[src/hw/rtl/sorted_priority_queue_top_macros.svh]
// Assertion macros for the sorted priority queue top level
`ifndef SORTED_PRIORITY_QUEUE_TOP_MACROS_SVH
`define SORTED_PRIORITY_QUEUE_TOP_MACROS_SVH

// clocked assertion, suspended while reset is asserted
`define SPQ_ASSERT(lbl, prop, msg) \
  lbl: assert property (@(posedge clk_i) disable iff (!rst_ni) prop) else $error(msg);

// clocked assertion that is also checked during reset
`define SPQ_ASSERT_ALWAYS(lbl, prop, msg) \
  lbl: assert property (@(posedge clk_i) prop) else $error(msg);

`endif

[src/hw/rtl/spq_pkg.sv]
// Types and constants of the sorted priority queue
`default_nettype none

package spq_pkg;

  localparam int unsigned DATA_W  = 32;
  localparam int unsigned PRIO_W  = 16;
  localparam int unsigned TOTAL_W = 5;
  localparam int unsigned STAT_W  = 2;

  localparam logic CMD_INSERT = 1'b0;
  localparam logic CMD_REMOVE = 1'b1;

  localparam logic [STAT_W-1:0] STATUS_OK    = 2'd0;
  localparam logic [STAT_W-1:0] STATUS_EMPTY = 2'd1;
  localparam logic [STAT_W-1:0] STATUS_FULL  = 2'd2;

  // one slot of the sorted row
  typedef struct packed {
    logic              valid;
    logic [DATA_W-1:0] data;
    logic [PRIO_W-1:0] prio;
  } entry_t;

  // operation broadcast to every cell
  typedef struct packed {
    logic              ins;
    logic              rem;
    logic [DATA_W-1:0] data;
    logic [PRIO_W-1:0] prio;
  } ctrl_t;

endpackage

`default_nettype wire

[src/hw/rtl/spq_cell.sv]
// One slot of the sorted row: holds an entry and trades it with its neighbors
`default_nettype none

module spq_cell (
  input  wire logic            clk_i,
  input  wire logic            rst_ni,
  input  wire spq_pkg::ctrl_t  ctrl_i,
  input  wire spq_pkg::entry_t prev_i,     // slot closer to the head
  input  wire logic            prev_gt_i,  // that slot moves down on this insert
  input  wire spq_pkg::entry_t next_i,     // slot farther from the head
  output spq_pkg::entry_t      entry_o,
  output logic                 gt_o
);

  logic                       valid_q;
  logic [spq_pkg::DATA_W-1:0] data_q;
  logic [spq_pkg::PRIO_W-1:0] prio_q;
  spq_pkg::entry_t            entry_d;
  logic                       load;

  // strictly greater: equal priorities keep arrival order
  assign gt_o = valid_q && ($signed(prio_q) > $signed(ctrl_i.prio));

  assign entry_o = '{valid: valid_q, data: data_q, prio: prio_q};

  always_comb begin
    entry_d = entry_o;
    load    = 1'b0;
    if (ctrl_i.ins) begin
      if (prev_gt_i) begin
        entry_d = prev_i;
        load    = 1'b1;
      end else if (gt_o || (!valid_q && prev_i.valid)) begin
        entry_d = '{valid: 1'b1, data: ctrl_i.data, prio: ctrl_i.prio};
        load    = 1'b1;
      end
    end else if (ctrl_i.rem) begin
      entry_d = next_i;
      load    = 1'b1;
    end
  end

  always_ff @(posedge clk_i or negedge rst_ni) begin
    if (!rst_ni) begin
      valid_q <= 1'b0;
    end else if (load) begin
      valid_q <= entry_d.valid;
    end
  end

  always_ff @(posedge clk_i) begin
    if (load) begin
      data_q <= entry_d.data;
      prio_q <= entry_d.prio;
    end
  end

endmodule

`default_nettype wire

[src/hw/rtl/sorted_priority_queue_top.sv]
// Top level of the sorted priority queue: cell row, fill count, result register
//
//  channel  dir  tdata (low bit up)                         tuser
//  s_axis   in   data_value[31:0] priority_req[47:32]       command[0]
//  m_axis   out  out_data[31:0] out_priority[47:32]         status[1:0]
//                entry_total[52:48], zero pad to 56 bits
//
// One transaction per cycle; its result appears in the output register the
// next cycle. Every cell compares against the new priority in parallel and
// shifts in one step, so the row itself never stalls the input.
// s_axis_tready drops only while a result waits and m_axis_tready is low.
// Reset clears the slot valid bits, the fill count and the output valid flag.
`default_nettype none

module sorted_priority_queue_top #(
  parameter int unsigned CAPACITY = 16
) (
  input  wire logic        clk_i,
  input  wire logic        rst_ni,
  input  wire logic        s_axis_tvalid,
  output logic             s_axis_tready,
  input  wire logic [47:0] s_axis_tdata,   // data_value[31:0], priority_req[47:32]
  input  wire logic [0:0]  s_axis_tuser,   // command[0]
  output logic             m_axis_tvalid,
  input  wire logic        m_axis_tready,
  output logic [55:0]      m_axis_tdata,   // out_data[31:0], out_priority[47:32],
                                           // entry_total[52:48]
  output logic [1:0]       m_axis_tuser    // status[1:0]
);

  `include "sorted_priority_queue_top_macros.svh"

  localparam int unsigned CW = $clog2(CAPACITY + 1);

  spq_pkg::ctrl_t  ctrl;
  spq_pkg::entry_t entries [CAPACITY];
  logic            gts     [CAPACITY];
  logic [CAPACITY-1:0] vld;

  logic [CW-1:0] count_q, count_d;
  logic          full, empty, fire, cmd;

  logic                        out_valid_q;
  logic [spq_pkg::STAT_W-1:0]  status_q, status_d;
  logic [spq_pkg::DATA_W-1:0]  odata_q, odata_d;
  logic [spq_pkg::PRIO_W-1:0]  oprio_q, oprio_d;
  logic [spq_pkg::TOTAL_W-1:0] total_q;
  logic [CW+spq_pkg::TOTAL_W-1:0] count_ext;

  assign cmd   = s_axis_tuser[0];
  assign full  = (count_q == CW'(CAPACITY));
  assign empty = (count_q == '0);

  assign s_axis_tready = !out_valid_q || m_axis_tready;
  assign fire          = s_axis_tvalid && s_axis_tready;

  assign ctrl.ins  = fire && (cmd == spq_pkg::CMD_INSERT) && !full;
  assign ctrl.rem  = fire && (cmd == spq_pkg::CMD_REMOVE) && !empty;
  assign ctrl.data = s_axis_tdata[31:0];
  assign ctrl.prio = s_axis_tdata[47:32];

  for (genvar i = 0; i < CAPACITY; i++) begin : g_cell
    spq_pkg::entry_t prev_e, next_e;
    logic            prev_gt;

    if (i == 0) begin : g_head
      // head sees an always-valid, never-greater slot in front of it
      assign prev_e  = '{valid: 1'b1, data: '0, prio: '0};
      assign prev_gt = 1'b0;
    end else begin : g_mid
      assign prev_e  = entries[i-1];
      assign prev_gt = gts[i-1];
    end

    if (i == CAPACITY - 1) begin : g_tail
      assign next_e = '0;
    end else begin : g_body
      assign next_e = entries[i+1];
    end

    spq_cell u_cell (
      .clk_i     (clk_i),
      .rst_ni    (rst_ni),
      .ctrl_i    (ctrl),
      .prev_i    (prev_e),
      .prev_gt_i (prev_gt),
      .next_i    (next_e),
      .entry_o   (entries[i]),
      .gt_o      (gts[i])
    );

    assign vld[i] = entries[i].valid;
  end

  always_comb begin
    count_d  = count_q;
    status_d = spq_pkg::STATUS_OK;
    odata_d  = '0;
    oprio_d  = '0;
    if (cmd == spq_pkg::CMD_INSERT) begin
      if (full) begin
        status_d = spq_pkg::STATUS_FULL;
      end else begin
        count_d = count_q + CW'(1);
      end
    end else begin
      if (empty) begin
        status_d = spq_pkg::STATUS_EMPTY;
      end else begin
        count_d = count_q - CW'(1);
        odata_d = entries[0].data;
        oprio_d = entries[0].prio;
      end
    end
  end

  assign count_ext = {{spq_pkg::TOTAL_W{1'b0}}, count_d};

  always_ff @(posedge clk_i or negedge rst_ni) begin
    if (!rst_ni) begin
      count_q     <= '0;
      out_valid_q <= 1'b0;
    end else begin
      if (fire) begin
        count_q <= count_d;
      end
      if (fire) begin
        out_valid_q <= 1'b1;
      end else if (m_axis_tready) begin
        out_valid_q <= 1'b0;
      end
    end
  end

  always_ff @(posedge clk_i) begin
    if (fire) begin
      status_q <= status_d;
      odata_q  <= odata_d;
      oprio_q  <= oprio_d;
      total_q  <= count_ext[spq_pkg::TOTAL_W-1:0];
    end
  end

  assign m_axis_tvalid = out_valid_q;
  assign m_axis_tdata  = {3'b000, total_q, oprio_q, odata_q};
  assign m_axis_tuser  = status_q;

  // fill count tracks the valid bits of the row
  `SPQ_ASSERT(a_count_matches, (CW'($countones(vld)) == count_q), "count mismatch")
  // occupied slots form an unbroken run from the head
  `SPQ_ASSERT(a_valid_packed, ((vld & (vld + CAPACITY'(1))) == '0), "gap in row")
  `SPQ_ASSERT(a_count_bound, (count_q <= CW'(CAPACITY)), "count above capacity")
  `SPQ_ASSERT(a_remove_dec, (ctrl.rem |=> (count_q == $past(count_q) - CW'(1))), "remove count")
  `SPQ_ASSERT(a_full_drop, ((fire && full && (cmd == spq_pkg::CMD_INSERT)) |=> $stable(count_q)),
              "drop changed count")

endmodule

`default_nettype wire

[config.mk]
export PLATFORM = sky130hd
export DESIGN_NAME = sorted_priority_queue_top
export DESIGN_NICKNAME = d
export VERILOG_FILES = /design/src/hw/rtl/spq_pkg.sv /design/src/hw/rtl/spq_cell.sv /design/src/hw/rtl/sorted_priority_queue_top.sv
export VERILOG_INCLUDE_DIRS = /design/src /design/src/hw/rtl
export SDC_FILE = /design/constraint.sdc
export NUM_CORES = 2
export LEC_CHECK = 0
export BUFFER_PORTS_ARGS = -buffer_cell sky130_fd_sc_hd__buf_2
export CAP_MARGIN = 20
export CELL_PAD_IN_SITES_DETAIL_PLACEMENT = 1
export CELL_PAD_IN_SITES_GLOBAL_PLACEMENT = 2
export CORE_MARGIN = 2
export CORE_UTILIZATION = 43
export DETAILED_ROUTE_END_ITERATION = 8
export PLACE_DENSITY = 0.78
export RECOVER_POWER = 25
export REMOVE_ABC_BUFFERS = 1
export SLEW_MARGIN = 40
export SYNTH_ARGS = -nofsm -noshare
export SYNTH_HDL_FRONTEND = slang
export SYNTH_SLANG_ARGS = --single-unit
[constraint.sdc]
create_clock -name clk_i -period 8.3 [get_ports clk_i]
set_input_delay 0.415 -clock clk_i [delete_from_list [all_inputs] [get_ports clk_i]]
set_output_delay 0.415 -clock clk_i [all_outputs]
set_load 0.01 [all_outputs]
; ---- After elaboration in Yosys (flattened, before gate mapping)
; Index checks and enable logic that the tools add are counted.
[word_totals]
ff_bits = 845
latch_bits = 0
ramBits = 0
romBits = 0
out_inout_bits = 60
word_cells = 301
mem_count = 0
[op_classes]
add_sub_neg = 2
multipliers = 0
div_mod_pow = 0
magnitude_cmp = 16
n_eq_ne = 17
n_shift = 0
mux = 119
n_bitwise = 1
n_reduce_logical = 92
[op_table]
columns = cell, n
row1 = $mux 49, 63
row2 = $gt 16x16->1, 16
row3 = $mux 1, 51
row4 = $reduce_and 3->1, 16
row5 = $ne 3x1->1 const B, 15
row6 = $logic_and 1x1->1, 36
row7 = $logic_not 1->1, 19
row8 = $logic_or 1x1->1, 17
row9 = $mux 5, 3
row10 = $add 5x1->5 const B, 1
row11 = $eq 5x5->1 const B, 1
row12 = $logic_not 5->1, 1
row13 = $sub 5x1->5 const B, 1
row14 = $mux 2, 2
row15 = $reduce_bool 2->1, 2
row16 = $ne 2x1->1 const B, 1
row17 = $reduce_or 2->1, 1
row18 = $not 1->1, 1

; ---- Logic depth before layout (Yosys ltp)
[logic_depth]
depth_word = 8
depth_mapped = 12
depth_no_buf = 8

; ---- Cells and area by module
; From an unflattened synthesis, not the netlist that was laid out.
[hier_totals]
hier_cells = 4703
hier_area_um2 = 49731.4
[by_module_without_submodules]
columns = module, n_inst, cells_per_inst, area_each_um2
row1 = spq_cell (g_cell[1].u_cell ...), 9, 280, 2941.6
row2 = spq_cell (g_cell[0].u_cell ...), 7, 286, 2949.1
row3 = sorted_priority_queue_top, 1, 181, 2613.8

; ---- Worst setup path before layout
; Ideal clock, no wire load.
[synth_path]
path_kind = input port to flip-flop
from = input m_axis_tready
to = register g_cell[0].u_cell.data_q[0] (netlist name) (enable)
setup_time_ps = 482
arrival_time_ps = 6085
required_ps = 7818
setup_slack_ps = 1733
stages = 7
path_buffers = 2
path_cell_list = nand2b_1 > nand2_1 > inv_1 > clkbuf_1 > nand2_1 > clkbuf_1 > a31oi_1
[synth_via]
elab_chain_len = 7
word_cells_on_any_way = 11
cone_classes = 1 x eq/ne / 2 x mux / 8 x reduce/logical
[synth_rtl]
columns = item, line_no
row1 = "start, declared", sorted_priority_queue_top.sv:25  ; input wire logic m_axis_tready,
row2 = $logic_or 1x1->1 (*), sorted_priority_queue_top.sv:54  ; assign s_axis_tready = !out_valid_q || m_axis_tready;
row3 = $logic_and 1x1->1 (*), sorted_priority_queue_top.sv:55  ; assign fire = s_axis_tvalid && s_axis_tready;
row4 = named net fire, sorted_priority_queue_top.sv:41  ; logic full, empty, fire, cmd;
row5 = $logic_and 1x1->1 (2 in a row), sorted_priority_queue_top.sv:58  ; assign ctrl.rem = fire && (cmd == spq_pkg::CMD_REMOVE) && !empty;
row6 = $mux 1, spq_cell.sv:37  ; end else if (ctrl_i.rem) begin
row7 = $mux 1, spq_cell.sv:29  ; if (ctrl_i.ins) begin
row8 = $reduce_and 3->1 (no source line) (*), n/a
row9 = "end signal, assigned", spq_cell.sv:53  ; data_q <= entry_d.data;
row10 = "end, declared", spq_cell.sv:16  ; logic [spq_pkg::DATA_W-1:0] data_q;
; The timed path passes the listed nets; every way through them passes the cells marked *.
; A chain may end at the register's enable or synchronous reset.

; ---- Worst setup path after layout
[layout_path]
from = register count_q[0]
to = register g_cell[5].u_cell.data_q[10] (netlist name) (enable)
[layout_via]
elab_chain_len = 6
word_cells_on_any_way = 11
cone_classes = 2 x eq/ne / 2 x mux / 7 x reduce/logical
[layout_rtl]
columns = item, line_no
row1 = "start, declared", sorted_priority_queue_top.sv:40  ; logic [CW-1:0] count_q, count_d;
row2 = "start signal, assigned", sorted_priority_queue_top.sv:125  ; count_q <= count_d;
row3 = $logic_not 5->1, sorted_priority_queue_top.sv:52  ; assign empty = (count_q == '0);
row4 = $logic_not 1->1, sorted_priority_queue_top.sv:58
row5 = $logic_and 1x1->1, sorted_priority_queue_top.sv:58
row6 = $mux 1, spq_cell.sv:37
row7 = $mux 1, spq_cell.sv:29
row8 = $reduce_and 3->1 (no source line) (*), n/a
row9 = "end signal, assigned", spq_cell.sv:53
row10 = "end, declared", spq_cell.sv:16
; Mark *: on every way between the ends. The rest lies on a longest branch, timed or not.

==> run_results.csv <==
group,metric,value,unit
yosys,synth_edf_count,823,
detailed_routing,num_vias,42600,
setup_path,reg2reg_from,"count_q[0]",
grt,met1_usage,0.495,
sta,maxSlewHeadroom,-1.51,
placed_design,place_congestion,0.899,
die,die_h,339,um
detailed_routing,dr.pass1.iters,6,
yosys,synth.distinct_cells,61,
finish,instances_no_fill,6025,
hold_path,worstHoldStart,"m_axis_tready",
detailed_routing,wl_per_cell,33.8,um
clock_tree,clk_path_buf_depth,3,
sta,hold_violations,0,
setup_path,end_kind,"flip-flop",
placed_design,portBuffers,109,
clock_tree,cts_made_buffers,100,
power_and_ir_drop,leakagePower,0.0186,uW
sta,rsz0062_at_grt,"no",
placed_design,dpl.cell_count,5830,
clock_tree,clock_latency,720,ps
sta,tightest_slew,3760,ps
setup_path,cp.arrival,6890,ps
sta,skew,35.6,ps
grt,top_usage_layer,"met2",
finish,mostFrequentLayoutCell,"nand2_1",
run,drv_cap,6,
sta,fmax,153,MHz
yosys,netlist_instances,4598,
setup_path,critPathLaunchType,"flip-flop",
yosys,ys_seq_area_frac,0.522,
clock_tree,clk_pin_slew,60,ps
die,io_pins,113,
yosys,syn_area,0.0484,mm2
sta,finalSetupTns,0,ps
grt,groute.layer.met3.usage,0.0590,
die,start_util,0.432,
die,dieArea,0.115,mm2
status,violations,"capacitance limit, slew limit",
yosys,syn_area_per_cell,10.5,um2
finish,layout_common_cells,"nand2_1 (837), edfxtp_1 (823), a221o_1 (532), a21oi_1 (511), ha_1 (258)",
sta,finalCritPeriodShare,0.790,
clock_tree,cts_sinks,845,
setup_path,critPathKind,"flip-flop to flip-flop",
finish,drive_above_1_share,0.0863,
power_and_ir_drop,irDropWorstVdd,0.000170,V
detailed_routing,vias_per_cell,7.06,
status,outcome,"finished with violations",
grt,grt_util_met2,0.519,
yosys,ys_ff_latch,845,
yosys,synth_top_flop_cell,"edfxtp_1",
clock_tree,cts_tree,"built",
sta,whs,40.2,ps
detailed_routing,ant_nets,0,
die,dieWidth,339,um
setup_path,cp_max_fo,42,
detailed_routing,drcViolationCount,0,
setup_path,cp-startpoint,"count_q[0]",
sta,period_minus_slack,6560,ps
sta,setup_viol,0,
grt,grt_max_degree,167,
setup_path,required,8630,ps
sta,final_max_slew_viol_count,351,
placed_design,place_area,0.0506,mm2
power_and_ir_drop,power_density,267,mW/mm2
clock_tree,post_cts_buffers,0,
detailed_routing,drt-initial-drc-count,5572,
grt,grt_overflow,0,
placed_design,dp_hpwl,122000,um
grt,grt_pass1_vias,42200,
grt,grt_usage,0.344,
detailed_routing,routed_wl,204000,um
grt,antenna_found_initial,3,
yosys,ys_async_sr_fraction,0.0260,
die,fp.coreArea,0.112,mm2
power_and_ir_drop,total_power,14400,uW
finish,final_area,0.0538,mm2
die,num_rows,123,
clock_tree,root_buffer,"clkbuf_16",
grt,grt_pass1_wl,298000,um
hold_path,holdCritPathClass,"primary input to flip-flop",
finish,final_nets,4752,
yosys,yosysWarningCount,0,
clock_tree,cts_resized,0,
finish,syn_to_final_growth,11.3,%
clock_tree,htreeDepth,3,
==> state kept, by name (all words and copies together), names as in the netlist <==
register	cells
g_cell.u_cell.prio_q	256
g_cell.u_cell.data_q	512
oprio_q	16
odata_q	32
count_q	5
m_axis_tvalid	1
m_axis_tuser	2
g_cell.u_cell.valid_q	16
total_q	5
==> layout make-up <==
cell class | count | area, um2
clock inverters | 53 | 518
multi-input cells | 3202 | 21600
inverters | 52 | 196
flip-flops and latches | 845 | 25300
repair buffers | 240 | 1730
diodes | 4 | 10.0
fillers | 12000 | 58200
well taps | 1500 | 1880
clock buffers | 129 | 2630
==> cell families (layout without fill, tap and decap cells) <==
family          Yosys count  after routing  share of synthesized area
simple gates           1499           1499                      0.145
compound gates         1436           1436                      0.221
flops                   845            845                      0.522
buf+inv                 553            474                     0.0437
fa+ha+maj               258            258                     0.0668
mux                       4              4                   0.000906
xor+xnor                  2              2                   0.000362
other cells               1              7                  0.0000776
==> power breakdown <==
part / internal [uW] / switching (uW)
Sequential: 5370 / 422
Clock: 2490 / 1950
Combinational: 1050 / 3080
Total: 8910 / 5450
==> cells in the mapped netlist, drive strengths merged (3+ instances only) <==
master,instances,area [um2]
o31ai,3,22.5
nand2,839,3150
nor2b,24,150
nand3,76,380
a21o,26,195
or4,14,105
a211o,7,61.3
a221o,532,5330
o41ai,3,26.3
clkbuf,446,1670
nor2,67,251
a41oi,7,61.3
nor3,57,285
o21ai,81,405
o22ai,4,25.0
a211oi,17,128
ha,258,3230
o22a,8,70.1
o21bai,5,37.5
or3,3,18.8
and2,63,394
edfxtp,823,24700
o311ai,6,52.6
mux2,3,33.8
o31a,5,43.8
nand4,191,1190
nand2b,16,100
and3,36,225
buf,55,244
nor4,99,619
and4,7,61.3
o21a,10,75.1
a21oi,512,2560
a21boi,3,22.5
a31oi,16,100
inv,52,195
a2111oi,4,35.0
o211ai,166,1250
dfrtp,22,551
a31o,3,26.3
o221ai,10,87.6
==> worst max-delay path: stages (launching register included) <==
cell and delay [ps]:
dfrtp_1 470, inv_1 90, ha_1 260, nor3b_1 200, a21oi_4 150, clkbuf_1 2630
o21ai_4 420, a41oi_1 1260, buf_4 620
==> routing by layer <==
metal	part of all wire	vias up
li1	-	17900
met1	0.42	21900
met2	0.44	2404
met3	0.094	362
met4	0.039	0
met5	0	-
==> path summary, 6_finish.rpt <==
| check | to | slack (ps) | depth (start not counted) |
|---|---|---|---|
| setup / recovery | g_cell[5].u_cell.data_q[10] | 1740 | 8 |
| hold / removal | m_axis_tvalid | 40 | 3 |
| setup reg to reg | g_cell[5].u_cell.data_q[10] | 1740 | 8 |
| hold reg to reg | m_axis_tvalid | 530 | 2 |
| max in group asynchronous | m_axis_tvalid | 6940 | 2 |
| min in group asynchronous | g_cell[8].u_cell.valid_q | 550 | 2 |
==> through the flow <==
stage          utilization  setup WS (ps)
2_1_floorplan            -         -32000
5_1_grt              0.480           1630
3_3_place_gp         0.450           2740
6_report             0.480           1740
4_1_cts              0.480           3280
3_5_place_dp         0.452           2940
==> timing repair <==
action	4_1_cts	5_1_grt
endpoints found under the setup margin	0	0
hold buffers	2	0
hold endpoints to repair	23	0
No activity file was read; power rests on OpenSTA's default activity.
